==> config.mk <==
export PLATFORM = sky130hd
export DESIGN_NAME = qr_numeric_data_codeword_packer_unit
export DESIGN_NICKNAME = d
export VERILOG_FILES = /design/src/hw/rtl/qrndp_pkg.sv /design/src/hw/rtl/qrndp_ram.sv /design/src/hw/rtl/qrndp_ctrl.sv /design/src/hw/rtl/qrndp_datapath.sv /design/src/hw/rtl/qr_numeric_data_codeword_packer_unit.sv
export SDC_FILE = /design/constraint.sdc
export NUM_CORES = 1
export LEC_CHECK = 0
export ABC_AREA = 1
export BUFFER_PORTS_ARGS = -buffer_cell sky130_fd_sc_hd__buf_4
export CAP_MARGIN = 20
export CORE_MARGIN = 2
export CORE_UTILIZATION = 30
export CTS_CLUSTER_DIAMETER = 40
export DETAILED_ROUTE_END_ITERATION = 7
export GPL_TIMING_DRIVEN = 0
export PLACE_DENSITY_LB_ADDON = 0.08
export SETUP_SLACK_MARGIN = 0.1
export SLEW_MARGIN = 30
export SYNTH_ARGS = -nofsm -noshare
export SYNTH_HDL_FRONTEND = slang
export SYNTH_HIERARCHICAL = 1
export SYNTH_SLANG_ARGS = --single-unit
==> constraint.sdc <==
create_clock -name clk -period 7.1 [get_ports clk]
set_input_delay 1.42 -clock clk [delete_from_list [all_inputs] [get_ports clk]]
set_output_delay 1.42 -clock clk [all_outputs]
set_load 0.02 [all_outputs]
==> src/hw/rtl/qrndp_pkg.sv <==
// shared types and constants for the qr numeric data codeword packer
package qrndp_pkg;

	localparam int DATA_CODEWORDS_DEF = 34;
	localparam int COUNT_BITS         = 10;
	localparam int HEADER_BITS        = 4 + COUNT_BITS;
	localparam int ACC_BITS           = 24;
	localparam int ACC_CNT_BITS       = 5;

	localparam logic [3:0]            MODE_NUMERIC = 4'b0001;
	localparam logic [COUNT_BITS-1:0] COUNT_MAX    = 10'h3FF;
	localparam logic [7:0]            PAD_A        = 8'hEC;
	localparam logic [7:0]            PAD_B        = 8'h11;
	localparam logic [3:0]            DIGIT_MAX    = 4'd9;

	// bit lengths of one packed group
	localparam logic [3:0] LEN_NONE  = 4'd0;
	localparam logic [3:0] LEN_ONE   = 4'd4;
	localparam logic [3:0] LEN_TWO   = 4'd7;
	localparam logic [3:0] LEN_THREE = 4'd10;

	// controller to datapath
	typedef struct packed {
		logic take;     // digit item accepted this cycle
		logic drain;    // flush the bit accumulator into the store
		logic advance;  // current codeword item taken
		logic clear;    // message done, back to reset values
	} qrndp_cmd_t;

	// datapath to controller
	typedef struct packed {
		logic acc_empty;
		logic emit_last;
	} qrndp_stat_t;

endpackage

==> src/hw/rtl/qrndp_ram.sv <==
// generic single write port ram with registered read
module qrndp_ram #(
	parameter int WIDTH = 8,
	parameter int DEPTH = 34
) (
	input  logic                     clk,
	input  logic                     we,
	input  logic [$clog2(DEPTH)-1:0] waddr,
	input  logic [WIDTH-1:0]         wdata,
	input  logic                     re,
	input  logic [$clog2(DEPTH)-1:0] raddr,
	output logic [WIDTH-1:0]         rdata
);

	logic [WIDTH-1:0] mem_q [DEPTH];

	always_ff @(posedge clk) begin
		if (we) begin
			mem_q[waddr] <= wdata;
		end
		if (re) begin
			rdata <= mem_q[raddr];
		end
	end

endmodule

==> src/hw/rtl/qrndp_ctrl.sv <==
// controller state machine: collect digits, drain accumulator, emit codewords
module qrndp_ctrl import qrndp_pkg::*; (
	input  logic        clk,
	input  logic        arst_n,
	input  logic        in_valid,
	output logic        in_ready,
	input  logic        last,
	output logic        out_valid,
	input  logic        out_ready,
	input  qrndp_stat_t stat,
	output qrndp_cmd_t  cmd
);

	typedef enum logic [1:0] {
		ST_COLLECT,
		ST_DRAIN,
		ST_EMIT
	} state_t;

	state_t state_q;

	always_ff @(posedge clk or negedge arst_n) begin
		if (!arst_n) begin
			state_q <= ST_COLLECT;
		end else begin
			case (state_q)
				ST_COLLECT: begin
					if (in_valid && last) begin
						state_q <= ST_DRAIN;
					end
				end
				ST_DRAIN: begin
					if (stat.acc_empty) begin
						state_q <= ST_EMIT;
					end
				end
				ST_EMIT: begin
					if (out_ready && stat.emit_last) begin
						state_q <= ST_COLLECT;
					end
				end
				default: begin
					state_q <= ST_COLLECT;
				end
			endcase
		end
	end

	assign in_ready    = (state_q == ST_COLLECT);
	assign out_valid   = (state_q == ST_EMIT);
	assign cmd.take    = in_valid && in_ready;
	assign cmd.drain   = (state_q == ST_DRAIN);
	assign cmd.advance = out_valid && out_ready;
	assign cmd.clear   = out_valid && out_ready && stat.emit_last;

endmodule

==> src/hw/rtl/qrndp_datapath.sv <==
// datapath: digit grouping, bit accumulator, codeword store and output formatting
module qrndp_datapath import qrndp_pkg::*; #(
	parameter int DATA_CODEWORDS = DATA_CODEWORDS_DEF
) (
	input  logic        clk,
	input  logic        arst_n,
	input  qrndp_cmd_t  cmd,
	output qrndp_stat_t stat,
	input  logic [3:0]  digit,
	input  logic        last,
	output logic [7:0]  codeword,
	output logic        last_codeword,
	output logic        overflow
);

	localparam int CAP  = DATA_CODEWORDS * 8;
	localparam int BPW  = $clog2(CAP + 1);
	localparam int SW   = BPW + 1;
	localparam int IDXW = $clog2(DATA_CODEWORDS);

	localparam logic [SW-1:0]   CAP_S      = SW'(CAP);
	localparam logic [BPW-1:0]  BP_START   = BPW'(HEADER_BITS);
	localparam logic [IDXW-1:0] IDX_LAST   = IDXW'(DATA_CODEWORDS - 1);
	// first store byte holds the low header bits, filled in on output
	localparam logic [IDXW-1:0] WR_START   = IDXW'(HEADER_BITS / 8);
	localparam logic [ACC_CNT_BITS-1:0] ACC_START = ACC_CNT_BITS'(HEADER_BITS % 8);

	logic [BPW-1:0]          bp_q;
	logic [COUNT_BITS-1:0]   cnt_q;
	logic [9:0]              gv_q;
	logic [1:0]              fill_q;
	logic                    drop_q;
	logic [ACC_BITS-1:0]     acc_q;
	logic [ACC_CNT_BITS-1:0] acc_cnt_q;
	logic [IDXW-1:0]         wr_idx_q;
	logic [IDXW-1:0]         emit_idx_q;

	logic [3:0]              d_sat;
	logic [1:0]              fill_inc;
	logic [3:0]              need;
	logic                    fits;
	logic                    ok;
	logic [9:0]              gv_mul;
	logic [1:0]              fill_after;
	logic [9:0]              gv_after;
	logic [3:0]              app_len;
	logic [9:0]              app_left;
	logic                    group_done;
	logic                    drain_now;
	logic [ACC_BITS-1:0]     acc_sh;
	logic [ACC_CNT_BITS-1:0] cnt_sh;
	logic [ACC_BITS-1:0]     acc_n;
	logic [ACC_CNT_BITS-1:0] cnt_n;
	logic [7:0]              rd_data;
	logic                    rd_en;
	logic [IDXW-1:0]         rd_addr;

	logic [SW-1:0]           bp_end4;
	logic [SW-1:0]           end_bits;
	logic [SW-1:0]           nb_bytes;
	logic [SW-1:0]           wr_bytes;
	logic [SW-1:0]           b_ext;

	// digit grouping and capacity check
	always_comb begin
		d_sat    = (digit > DIGIT_MAX) ? DIGIT_MAX : digit;
		fill_inc = fill_q + 2'd1;
		case (fill_q)
			2'd0:    need = LEN_ONE;
			2'd1:    need = LEN_TWO;
			default: need = LEN_THREE;
		endcase
		fits = (cnt_q != COUNT_MAX) && (({1'b0, bp_q} + SW'(need)) <= CAP_S);
		ok   = cmd.take && fits;
		gv_mul = 10'((14'(gv_q) << 3) + (14'(gv_q) << 1) + 14'(d_sat));
		fill_after = ok ? fill_inc : fill_q;
		gv_after   = ok ? gv_mul : gv_q;
		group_done = ok && (fill_inc == 2'd3);

		app_len  = LEN_NONE;
		app_left = '0;
		if (group_done) begin
			app_len  = LEN_THREE;
			app_left = gv_mul;
		end else if (cmd.take && last) begin
			case (fill_after)
				2'd1: begin
					app_len  = LEN_ONE;
					app_left = {gv_after[3:0], 6'b0};
				end
				2'd2: begin
					app_len  = LEN_TWO;
					app_left = {gv_after[6:0], 3'b0};
				end
				default: begin
					app_len  = LEN_NONE;
					app_left = '0;
				end
			endcase
		end
	end

	// bit accumulator: one byte out per cycle, msb aligned
	always_comb begin
		drain_now = (acc_cnt_q >= ACC_CNT_BITS'(8)) || (cmd.drain && (acc_cnt_q != '0));
		acc_sh    = drain_now ? (acc_q << 8) : acc_q;
		if (!drain_now) begin
			cnt_sh = acc_cnt_q;
		end else if (acc_cnt_q >= ACC_CNT_BITS'(8)) begin
			cnt_sh = acc_cnt_q - ACC_CNT_BITS'(8);
		end else begin
			cnt_sh = '0;
		end
		acc_n = acc_sh | ({app_left, {(ACC_BITS-10){1'b0}}} >> cnt_sh);
		cnt_n = cnt_sh + ACC_CNT_BITS'(app_len);
	end

	always_ff @(posedge clk or negedge arst_n) begin
		if (!arst_n) begin
			bp_q       <= BP_START;
			cnt_q      <= '0;
			gv_q       <= '0;
			fill_q     <= '0;
			drop_q     <= 1'b0;
			acc_q      <= '0;
			acc_cnt_q  <= ACC_START;
			wr_idx_q   <= WR_START;
			emit_idx_q <= '0;
		end else if (cmd.clear) begin
			bp_q       <= BP_START;
			cnt_q      <= '0;
			gv_q       <= '0;
			fill_q     <= '0;
			drop_q     <= 1'b0;
			acc_q      <= '0;
			acc_cnt_q  <= ACC_START;
			wr_idx_q   <= WR_START;
			emit_idx_q <= '0;
		end else begin
			acc_q     <= acc_n;
			acc_cnt_q <= cnt_n;
			bp_q      <= bp_q + BPW'(app_len);
			if (drain_now) begin
				wr_idx_q <= wr_idx_q + IDXW'(1);
			end
			if (ok) begin
				cnt_q <= cnt_q + COUNT_BITS'(1);
			end
			if (cmd.take && !fits) begin
				drop_q <= 1'b1;
			end
			if (group_done || (cmd.take && last)) begin
				gv_q   <= '0;
				fill_q <= '0;
			end else if (ok) begin
				gv_q   <= gv_mul;
				fill_q <= fill_inc;
			end
			if (cmd.advance && !last_codeword) begin
				emit_idx_q <= emit_idx_q + IDXW'(1);
			end
		end
	end

	// next byte is fetched as the current one is taken
	assign rd_en   = cmd.advance && !last_codeword;
	assign rd_addr = emit_idx_q + IDXW'(1);

	qrndp_ram #(
		.WIDTH (8),
		.DEPTH (DATA_CODEWORDS)
	) u_store (
		.clk   (clk),
		.we    (drain_now),
		.waddr (wr_idx_q),
		.wdata (acc_q[ACC_BITS-1 -: 8]),
		.re    (rd_en),
		.raddr (rd_addr),
		.rdata (rd_data)
	);

	// output formatting: header, data bytes, zero terminator bytes, pad bytes
	always_comb begin
		bp_end4  = {1'b0, bp_q} + SW'(4);
		end_bits = (bp_end4 > CAP_S) ? CAP_S : bp_end4;
		nb_bytes = (end_bits + SW'(7)) >> 3;
		wr_bytes = ({1'b0, bp_q} + SW'(7)) >> 3;
		b_ext    = SW'(emit_idx_q);
		if (emit_idx_q == '0) begin
			codeword = {MODE_NUMERIC, cnt_q[COUNT_BITS-1 -: 4]};
		end else if (emit_idx_q == IDXW'(1)) begin
			codeword = {cnt_q[5:0], rd_data[1:0]};
		end else if (b_ext < wr_bytes) begin
			codeword = rd_data;
		end else if (b_ext < nb_bytes) begin
			codeword = '0;
		end else if (b_ext[0] ^ nb_bytes[0]) begin
			codeword = PAD_B;
		end else begin
			codeword = PAD_A;
		end
	end

	assign last_codeword  = (emit_idx_q == IDX_LAST);
	assign overflow       = drop_q;
	assign stat.acc_empty = (acc_cnt_q == '0);
	assign stat.emit_last = last_codeword;

endmodule

==> src/hw/rtl/qr_numeric_data_codeword_packer_unit.sv <==
// top level of the qr numeric-mode data codeword packer
//
// input channel: one decimal digit per item (in_valid/in_ready), with last
// marking the final digit; digits above nine count as nine
// output channel: one data codeword per item (out_valid/out_ready), msb
// first, with last_codeword on the final one and overflow if any digit of
// the message did not fit and was dropped
// digits are taken one per cycle while in_ready is high; groups of three, and a
// shorter tail group, go into a bit accumulator that writes one byte per cycle
// into a codeword store; after the item with last the accumulator drains, then
// DATA_CODEWORDS codewords follow at one per cycle while out_ready stays high
// in_ready is low from the item with last until the final codeword is taken
// a stalled receiver simply holds the current codeword; nothing is lost
// reset (arst_n low) clears all control state and drops any partial message;
// the store needs no clearing since every byte used as output is written first
module qr_numeric_data_codeword_packer_unit import qrndp_pkg::*; #(
	parameter int DATA_CODEWORDS = DATA_CODEWORDS_DEF
) (
	input  logic       clk,
	input  logic       arst_n,
	input  logic       in_valid,
	output logic       in_ready,
	input  logic [3:0] digit,
	input  logic       last,
	output logic       out_valid,
	input  logic       out_ready,
	output logic [7:0] codeword,
	output logic       last_codeword,
	output logic       overflow
);

	qrndp_cmd_t  cmd;
	qrndp_stat_t stat;

	// sequencing of collect, drain and emit phases
	qrndp_ctrl u_ctrl (
		.clk       (clk),
		.arst_n    (arst_n),
		.in_valid  (in_valid),
		.in_ready  (in_ready),
		.last      (last),
		.out_valid (out_valid),
		.out_ready (out_ready),
		.stat      (stat),
		.cmd       (cmd)
	);

	// packing, codeword store and output formatting
	qrndp_datapath #(
		.DATA_CODEWORDS (DATA_CODEWORDS)
	) u_datapath (
		.clk           (clk),
		.arst_n        (arst_n),
		.cmd           (cmd),
		.stat          (stat),
		.digit         (digit),
		.last          (last),
		.codeword      (codeword),
		.last_codeword (last_codeword),
		.overflow      (overflow)
	);

endmodule

==> metrics.txt, run 1 <==
status completed; TNS Setup 0 ps; antenna violations before repair 0; pin count of the biggest net entering global routing 75; maximum VDD drop 259.5 uV; Fill cells 5835; TritonCTS Buffers 61; Reg clk slew, reported paths approximately 50 ps; Sw Share about 44%; area of the multi-input gates 6375 sq um; dpl cell area 18930 sq um; Setup crit end kind output port; Setup Fix Bufs, Post-CTS 0; final wirelength 55.29 mm; Most used DFF post-synth edfxtp_1; post-DP HPWL 40.19 mm; Max transition margin about a third; top-count cell post-synth nand2_1; Synth top cells by count 512 x nand2_1, 315 x nand3_1, 280 x edfxtp_1; CP startpoint u_datapath/bp_q[3]$_DFF_PN1_; FF+latch area between 10000 and 15000 sq um; Routed Antenna Nets 0; Site Rows 88; Netlist cell types 50; global-route usage over all layers 18.57%; core box area 57920 sq um; Final Cycle Share 77.21%; first-pass GRT wire length 83.11 mm; Post-Synthesis Cells 1859; CTS tree done; Hold Fails Final Rpt 0; worst-path fanout max 8; Worst Tran Pin Value 970.9 ps; share of cells above drive strength 1 12.98%; Hold Buf Count CTS 0; DR DRC count 0; FF-to-FF path depth 29; Crit Path Category register to output port; Flop pwr share a little over a quarter; non-filler cells, final 2769; synth warn 6; Synth Register Bits 354; Post-synth EDFFs 280; Max Slew Vio Count 0; Critical Path RT 5680 ps; Crit-path slowest cell dfstp_2; Starting DRT DRC Count 961; Synth top area share 47.75%; worst skew pair latency 630 ps; post-route cell area 21100 sq um; Die ar. just over 60000 sq um; Initial Util 30.40%; Clock Path Buffers 3; hold slack 512.6 ps; worst r2r dst u_datapath/bp_q[7]$_DFF_PN0_; Critical Path Max Stage Delay 610 ps; die width between 200 and 250 um; Layout Area Growth over Synthesis 19.85%; Critical Path End codeword[3]; vias after detailed routing about 13000; Hold Crit Class register to register; CTS Sinks 354; syn nets around 1900; # IOs 21; worst path cell trace ha_1, nand2_1, nor2_1, xor2_1, a21oi_1, o2111ai_1, nand2_1, nand3_1, nor2_1, nand2_1, xnor2_1, ha_1, a21o_1, a21oi_1, nand2_1, nand3_1, nand2_1, a221oi_1, a21oi_1, buf_4; worst r2r src u_datapath/fill_q[1]$_DFF_PN0_; Critical Path AT 4060 ps; Synth area leaders edfxtp_1 48%, nand2_1 11%, dfrtp_1 9.7%; Clk network pwr share 27.7%; Die Y 246.3 um; GRT overflow 0; Setup Skew slightly above 30 ps; TritonRoute pass-1 iters 5; Via density approximately 4.8; routed length per instance 19.97 um; GPL Wtd Cong 0.8754; Net Switching just under 5 mW; Startpoint Class register; unrepaired setup endpoints after global routing no; CTS resizes 0; clk root buf clkbuf_16; Avg Cell Area, Syn 9.471 sq um; Max-cap violations 0; IO Port Bufs 20; nets 2016; post-layout util approximately 36%; final setup fails 0; fraction of registers with async set/reset a little over a fifth; H-tree levels 2; Pleak 8.653 nW; placed insts between 2000 and 3000; vias in the first global route 12980; Comb power frac between 40% and 50%; setup slack on the worst flop-to-flop path a little over 2000 ps; P per Cell Area 520.0 nW/um^2; Internal Pwr Total 6.107 mW; Seq/Total Area, Yosys between 50% and 60%; most used cell, CP nand2_1; Peak Freq approximately 180 MHz; final critical-path required period between 5000 and 6000 ps; biggest area consumer among synthesized cells edfxtp_1; Mapped Area 17610 sq um
-- registers in the layout, summed over array words and instances, names as in the netlist --
signal and count:
u_datapath/overflow 1, u_datapath/gv_q 9, u_datapath/bp_q 9, u_datapath/fill_q 2, u_datapath/u_store/rdata 8, u_datapath/emit_idx_q 6
u_datapath/acc_q 24, u_datapath/u_store/mem_q 272, u_datapath/cnt_q 10, u_datapath/wr_idx_q 6, u_datapath/acc_cnt_q 5, u_ctrl/state_q 2
-- cells in the final DEF, fill, tap and decap left out, types with 6 or more instances in the layout --
cell        Yosys  layout
nand2_1       512     512
nand3_1       315     315
edfxtp_1      280     280
inv_1         142     142
nor2_1        145     134
clkbuf_16       0      62
o21ai_0        61      61
dfrtp_1        68      60
a21oi_1        58      58
ha_1           51      51
buf_4          12      33
buf_2          30      30
clkbuf_1       22      29
nand4_1        20      20
xor2_1         19      19
nand2_2        14      14
nor2_2          2      13
nor3_1         12      10
nand3_2         9       9
buf_6           7       8
buf_1           8       8
dfrtp_2         0       8
clkinv_4        0       7
inv_6           0       7
clkinv_2        0       7
bufinv_16       0       7
inv_2           7       7
clkinvlp_4      0       6
or2_2           6       6
dfstp_2         6       6
-- through the flow --
step                      power (mW)  setup WS [ps]
after floorplan                6.039           2650
after global placement         7.922           1973
after detailed placement       8.014           1958
after CTS                      11.11           1579
after global routing           11.75           1127
final                          10.97           1618
-- layer usage --
| metal | vias up | track usage (%) | share of wire, % |
|---|---|---|---|
| met5 | - | 0 | 0 |
| met4 | 0 | 5.776 | 2.7 |
| met3 | 86 | 2.865 | 3.7 |
| met2 | 250 | 31.61 | 48 |
| met1 | 6313 | 24.21 | 45 |
| li1 | 6539 | - | - |
-- worst max-delay path, delay by kind of cell, from the launching register on --
kind	cells	cell delay, ps
adder cells (fa/ha/maj)	2	530
AND/OR/NAND/NOR	9	1030
flip-flops	1	610
XOR/XNOR	2	260
AO/OA/AOI/OAI	6	850
buffers and inverters	1	170
-- power groups by stage --
stage / clock, mW / sequential (mW) / combinational [mW]
final: 3.03 / 2.95 / 4.99
after global routing: 3.20 / 2.99 / 5.56
after CTS: 3.10 / 2.96 / 5.05
after detailed placement: 0 / 3.00 / 5.02
after global placement: 0 / 3.12 / 4.80
after floorplan: 0 / 2.89 / 3.15
-- how the worst min path moves through the flow --
stage	from	endpoint	slack (ps)	depth (start not counted)
final	u_datapath/acc_q[7]$_DFF_PN0_	u_datapath/acc_q[7]$_DFF_PN0_	510	2
after global routing	u_datapath/acc_q[7]$_DFF_PN0_	u_datapath/acc_q[7]$_DFF_PN0_	530	2
after CTS	u_datapath/acc_q[7]$_DFF_PN0_	u_datapath/acc_q[7]$_DFF_PN0_	510	2
after detailed placement	u_datapath/acc_q[7]$_DFF_PN0_	u_datapath/acc_q[7]$_DFF_PN0_	500	2
after global placement	u_datapath/acc_q[7]$_DFF_PN0_	u_datapath/acc_q[7]$_DFF_PN0_	500	2
after floorplan	u_datapath/wr_idx_q[4]$_DFFE_PN0P_	u_datapath/wr_idx_q[4]$_DFFE_PN0P_	480	1
-- kinds of logic after synthesis --
group	after synthesis	share of synthesized area, %
DFF	354	58.31
and+or+nand+nor	1045	25.81
xor gates and xnor gates	24	1.194
adders and majority gates	56	4.193
buffers and inverters	230	5.692
AOI/OAI and AO/OA	150	4.797
-- area by class of cell --
type	instances	area share (%)
clock buffer	74	7.803
tap	765	4.536
multi-input combinational	1275	30.21
timing repair buffer	29	1.571
inverter	150	2.668
sequential	354	48.70
buffer	80	2.081
clock inverter	41	2.413
antenna	1	0.01186
(Power assumes the default switching activity.)
==> inputs of run 2 (changes only) <==
clock period = 4.4 ns   (was 7.1 ns; I/O delays follow)
==> metrics.txt, run 2 (synthesis results as in run 1) <==
Setup Skew 24.92 ps (was 30.47 ps); antenna violations before repair 0 (unchanged); final wirelength 56.80 mm (was 55.29 mm); GRT overflow 0 (unchanged); Routed Antenna Nets 0 (unchanged); worst r2r src u_datapath/fill_q[1]$_DFF_PN0_ (unchanged); P per Cell Area 841.8 nW/um^2 (was 520.0 nW/um^2); maximum VDD drop 343.3 uV (was 259.5 uV); Peak Freq 221.3 MHz; pin count of the biggest net entering global routing 75 (unchanged); commonest non-fill, non-tap cell in the layout nand2_1 (unchanged); Starting DRT DRC Count 820 (was 961); IO Port Bufs 20 (unchanged); CTS Sinks 354 (unchanged); Hold Crit Class input pin to async pin (was register to register); Sw Share 44.59% (was 44.34%); Critical Path End codeword[3] (unchanged); setup slack on the worst flop-to-flop path 140 ps (was 2030 ps); hold slack 326.1 ps (was 512.6 ps); GPL Wtd Cong 0.9088 (was 0.8754); Startpoint Class register (unchanged); final setup fails 6 (was 0); PnR worst setup slack -118.0 ps (was 1618 ps); Worst Tran Pin Value 1036 ps (was 970.9 ps); TritonCTS Buffers 66 (was 61); # IOs 21 (unchanged); non-filler cells, final 2830 (was 2769); unrepaired setup endpoints after global routing yes (was no); Largest regs u_datapath/u_store/mem_q: 272 flops, u_datapath/acc_q: 24 flops, u_datapath/cnt_q: 10 flops (unchanged); FF-to-FF path depth 32 (was 29); Top reg by flops u_datapath/u_store/mem_q (unchanged); Pleak 9.161 nW (was 8.653 nW); area of the multi-input gates 7460 sq um (was 6375 sq um); CTS tree done (unchanged); core box area 57920 sq um (unchanged); FF+latch area 10280 sq um (about the same); H-tree levels 3 (was 2); Max Slew Vio Count 0 (unchanged); Net Switching 8.519 mW (was 4.865 mW); Max transition margin 30.68% (was 35.04%); status finished, violations left (was completed); Crit Path Category register to output port (unchanged); die width 246.3 um (unchanged); Layout Area Growth over Synthesis 28.91% (was 19.85%); Critical Path AT 3640 ps (was 4060 ps); vias in the first global route 13570 (was 12980); Reg clk slew, reported paths 40 ps (was 50 ps); worst skew pair latency 600 ps (was 630 ps); Clk network pwr share 25.2% (was 27.7%); final critical-path required period roughly 4500 ps; clk root buf clkbuf_16 (unchanged); Critical Path RT 3520 ps (was 5680 ps); commonest non-fill, non-tap cells in the layout 484 x nand2_1, 280 x edfxtp_1, 264 x nand3_1 (was 512 x nand2_1, 315 x nand3_1, 280 x edfxtp_1); Site Rows 88 (unchanged); Final Cycle Share 102.7%; Initial Util 30.40% (unchanged); routed length per instance 20.07 um (was 19.97 um); Max-cap violations 0 (unchanged); Die Y 246.3 um (unchanged); DR DRC count 0 (unchanged); first-pass GRT wire length 85.27 mm (was 83.11 mm); post-DP HPWL 40.33 mm (was 40.19 mm); Die ar. 60640 sq um (unchanged); global-route usage over all layers 18.99% (was 18.57%); worst r2r dst u_datapath/acc_q[6]$_DFF_PN0_ (was u_datapath/bp_q[7]$_DFF_PN0_); Power Total 19.11 mW (was 10.97 mW); placed insts 2654 (was 2653); share of cells above drive strength 1 23.64% (was 12.98%); Via density 4.848 (was 4.763); Setup crit end kind output port (unchanged); Hold Buf Count CTS 0 (unchanged); Clock Path Buffers 3 (unchanged); nets 2080 (was 2016); TritonRoute pass-1 iters 6 (was 5); Comb power frac 49.8% (was 45.5%); CP startpoint u_datapath/bp_q[3]$_DFF_PN1_ (unchanged); failing checks negative setup slack; Flop pwr share 25.0% (was 26.9%); Fill cells 5765 (was 5835); vias after detailed routing 13720 (was 13190); worst-path fanout max 4 (was 8); max FFs per register 272 (unchanged); Hold Fails Final Rpt 0 (unchanged); Internal Pwr Total 10.59 mW (was 6.107 mW)
==> run 2: cell types whose count changed in the layout (fill, tap and decap cells not counted), moves of 12 or more <==
cell / previous run / this run
a21oi_1: 58 / 36
buf_4: 33 / 83
inv_2: 7 / 22
nand3_1: 315 / 264
nor2_1: 134 / 109
nand2_4: 0 / 16
nor2_4: 1 / 15
nand2_2: 14 / 26
nand2_1: 512 / 484
a21oi_2: 1 / 21
nand3_2: 9 / 35
nand3_4: 0 / 25
inv_1: 142 / 124
==> run 2: routing by layer <==
| layer | GRT usage (%) | wire length, um |
|---|---|---|
| met4 | 6.839 | 1784 |
| met2 | 32.39 | 28040 |
| met5 | 0 | 0 |
| met1 | 24.18 | 24940 |
| met3 | 3.170 | 2041 |
==> run 2: per-stage QoR <==
step	utilization, %	worst slack, ps	cell area [sq um]	TNS [ps]
global route	39.19	-361.5	22690	-2892
CTS	37.48	-155.7	21710	-821.4
floorplan	-	56.04	17610	0
detailed placement	32.74	-676.0	18960	-14310
finish	39.19	-118.0	22700	-430.5
global placement	32.31	-703.0	18710	-13500
==> run 2: what timing repair did <==
item,CTS,global route
resized for setup,73,194
setup endpoints to repair,44,44
buffers inserted,48,15
pin swaps,28,73
endpoints found under the hold margin,0,0
==> run 2: cell type report <==
| type | instances | share of cell area, % |
|---|---|---|
| flip-flops and latches | 354 | 45.30 |
| multi-input cells | 1275 | 32.87 |
| clock buffers | 81 | 7.751 |
| well taps | 765 | 4.217 |
| repair buffers | 88 | 3.649 |
| inverters | 150 | 2.536 |
| plain buffers | 80 | 2.029 |
| clock inverters | 36 | 1.643 |
| diodes | 1 | 0.01103 |
==> run 2: worst max-delay path, stage by stage, from the launching register on <==
cell       delay, ps
dfstp_2          590
nand2_4           80
nor2_4           190
nand2_2           90
xor2_2           150
o2111ai_1        130
nand2_1          120
nand3_2          100
nor2_2           100
nand2_2           90
xnor2_2          130
ha_1             310
a21o_1           170
a21oi_2          130
nand2_2           90
nand3_2           90
nand2_2           70
a221oi_2         180
a21oi_1           80
buf_4            170
==> run 2: how the worst min path moves through the flow <==
stage                                             from                                  to  slack (ps)  depth (start not counted)
finish                                          arst_n        u_datapath/gv_q[1]$_DFF_PN0_         330                          1
global route                                    arst_n        u_datapath/gv_q[1]$_DFF_PN0_         390                          1
CTS                                             arst_n       u_datapath/acc_q[8]$_DFF_PN0_         360                          1
detailed placement       u_datapath/acc_q[7]$_DFF_PN0_       u_datapath/acc_q[7]$_DFF_PN0_         510                          2
global placement         u_datapath/acc_q[7]$_DFF_PN0_       u_datapath/acc_q[7]$_DFF_PN0_         500                          2
floorplan           u_datapath/wr_idx_q[4]$_DFFE_PN0P_  u_datapath/wr_idx_q[4]$_DFFE_PN0P_         480                          1
==> run 2: power by group through the flow <==
stage,clock [mW],sequential [mW],combinational [mW]
after global placement,0,5.04,7.77
after floorplan,0,4.67,5.08
after detailed placement,0,4.83,8.14
after global routing,5.08,4.84,10.5
final,4.82,4.78,9.51
after CTS,4.93,4.78,8.83
==> inputs of run 3 (changes only) <==
clock period = 5.7 ns   (was 4.4 ns; I/O delays follow)
==> metrics.txt, run 3 (synthesis results as in run 1) <==
worst skew pair latency 630 ps (was 600 ps); hold slack 512.6 ps (was 326.1 ps); dpl ws 558.3 ps (was -676.0 ps); max FFs per register 272 (unchanged); Starting DRT DRC Count 884 (was 820); P per Cell Area 647.9 nW/um^2 (was 841.8 nW/um^2); Critical Path RT 4560 ps (was 3520 ps); Critical Path AT 4030 ps (was 3640 ps); worst-path fanout max 6 (was 4); Largest regs u_datapath/u_store/mem_q: 272 flops, u_datapath/acc_q: 24 flops, u_datapath/cnt_q: 10 flops (unchanged); Crit Path Category register to output port (unchanged); final critical-path required period 5173 ps; Power Total 13.70 mW (was 19.11 mW); Critical Path Max Stage Delay 460 ps (was 590 ps); H-tree levels 2 (was 3); Hold Crit Class register to register (was input pin to async pin); final wirelength 55.36 mm (was 56.80 mm); post-route cell area 21140 sq um (was 22700 sq um); Via density 4.755 (was 4.848); commonest non-fill, non-tap cells in the layout 512 x nand2_1, 315 x nand3_1, 280 x edfxtp_1 (was 484 x nand2_1, 280 x edfxtp_1, 264 x nand3_1); Die ar. 60640 sq um (unchanged); vias in the first global route 12980 (was 13570); clk root buf clkbuf_16 (unchanged); die width 246.3 um (unchanged); Startpoint Class register (unchanged); antenna violations before repair 0 (unchanged); Clock Path Buffers 3 (unchanged); Hold Fails Final Rpt 0 (unchanged); commonest non-fill, non-tap cell in the layout nand2_1 (unchanged); Final Cycle Share a little over 90%; unrepaired setup endpoints after global routing no (was yes); status completed (was finished, violations left); Die Y 246.3 um (unchanged); Layout Area Growth over Synthesis 20.07% (was 28.91%); TritonCTS Buffers 61 (was 66); Max Slew Vio Count 0 (unchanged); CTS Sinks 354 (unchanged); # IOs 21 (unchanged); Crit-path slowest cell dfrtp_1 (was dfstp_2); first-pass GRT wire length 83.11 mm (was 85.27 mm); Peak Freq about 190 MHz; share of cells above drive strength 1 13.27% (was 23.64%); Worst Path Buf+Inv 3 (was 1); Hold Buf Count CTS 0 (unchanged); GRT overflow 0 (unchanged); maximum VDD drop 323.0 uV (was 343.3 uV); Max-cap violations 0 (unchanged); Worst Tran Pin Value 939.1 ps (was 1036 ps); Pleak 8.667 nW (was 9.161 nW); CTS tree done (unchanged); PnR worst setup slack 527.3 ps (was -118.0 ps); Reg clk slew, reported paths 50 ps (was 40 ps); cell family with most CP delay simple AND/OR/NAND/NOR gates (unchanged); nets 2018 (was 2080); Routed Antenna Nets 0 (unchanged); pin count of the biggest net entering global routing 75 (unchanged); Setup crit end kind output port (unchanged); routed length per instance 19.98 um (was 20.07 um); post-DP HPWL 40.19 mm (was 40.33 mm); Site Rows 88 (unchanged); TNS Setup 0 ps (was -430.5 ps); Setup Skew 29.65 ps (was 24.92 ps); vias after detailed routing 13180 (was 13720); worst path cell trace nand2_2, nor2_1, inv_1, nor2_1, inv_1, o2111ai_1, nand2_1, nand3_1, nor2_1, nand2_1, xnor2_1, ha_1, a21o_1, a21oi_1, nand2_1, nand3_1, nand2_1, a221oi_1, nor2_1, buf_4 (was nand2_4, nor2_4, nand2_2, xor2_2, o2111ai_1, nand2_1, nand3_2, nor2_2, nand2_2, xnor2_2, ha_1, a21o_1, a21oi_2, nand2_2, nand3_2, nand2_2, a221oi_2, a21oi_1, buf_4); GPL Wtd Cong 0.8754 (was 0.9088); final setup fails 0 (was 6); TritonRoute pass-1 iters 5 (was 6); IO Port Bufs 20 (unchanged); DR DRC count 0 (unchanged); global-route usage over all layers 18.57% (was 18.99%); core box area 57920 sq um (unchanged); Top reg by flops u_datapath/u_store/mem_q (unchanged); Fill cells 5831 (was 5765); Max transition margin 37.17% (was 30.68%); Initial Util 30.40% (unchanged); dpl cell area 18930 sq um (was 18960 sq um)
run 3: worst paths after layout:
path                                                 from                             end  slack [ps]  depth (start not counted)
max                          u_datapath/bp_q[6]$_DFF_PN0_                     codeword[2]         530                         20
min                         u_datapath/acc_q[7]$_DFF_PN0_   u_datapath/acc_q[7]$_DFF_PN0_         510                          2
max reg2reg                u_datapath/fill_q[1]$_DFF_PN0_    u_datapath/bp_q[6]$_DFF_PN0_         640                         29
min reg2reg                 u_datapath/acc_q[7]$_DFF_PN0_   u_datapath/acc_q[7]$_DFF_PN0_         510                          2
max in group asynchronous                          arst_n  u_datapath/acc_q[20]$_DFF_PN0_        4570                          1
min in group asynchronous                          arst_n    u_datapath/gv_q[2]$_DFF_PN0_         540                          1
run 3: layer usage:
layer / part of all wire (%) / GRT usage (%) / up-vias
met4: 2.8 / 5.776 / 0
met2: 48 / 31.61 / 252
met5: 0 / 0 / -
met1: 45 / 24.21 / 6301
li1: - / - / 6535
met3: 3.6 / 2.865 / 88
run 3: cell type report:
cell class              instances  area (sq um)  area share (%)
plain buffers                  80         439.2           2.077
clock buffers                  74          1647           7.789
clock inverters                41         509.2           2.409
well taps                     765         957.2           4.528
inverters                     150         563.0           2.663
flip-flops and latches        354         10280           48.62
multi-input cells            1275          6399           30.27
diodes                          1         2.502         0.01184
repair buffers                 31         346.6           1.639
run 3: worst register-to-register path, delay by kind of cell (launching register included):
kind,cells,cell delay [ps]
adders and majority gates,6,1570
AOI/OAI and AO/OA,4,1160
buffers and inverters,9,870
and+or+nand+nor,9,810
DFF,1,370
xor gates and xnor gates,1,180
run 3: repair_timing:
action,4_1_cts,5_1_grt
endpoints found under the setup margin,0,2
resized for setup,0,4
setup buffers,0,2
run 3: power breakdown:
group | switching [mW] | internal, mW
clock network | 1.38 | 2.40
logic | 4.33 | 1.91
registers | 0.365 | 3.31
run 3: per-stage QoR:
| stage | util (%) | std cells |
|---|---|---|
| detailed placement | 32.69 | 2653 |
| CTS | 36.41 | 2768 |
| global route | 36.50 | 2770 |
| finish | 36.50 | 2771 |
| floorplan | - | 1859 |
| global placement | 32.31 | 2644 |
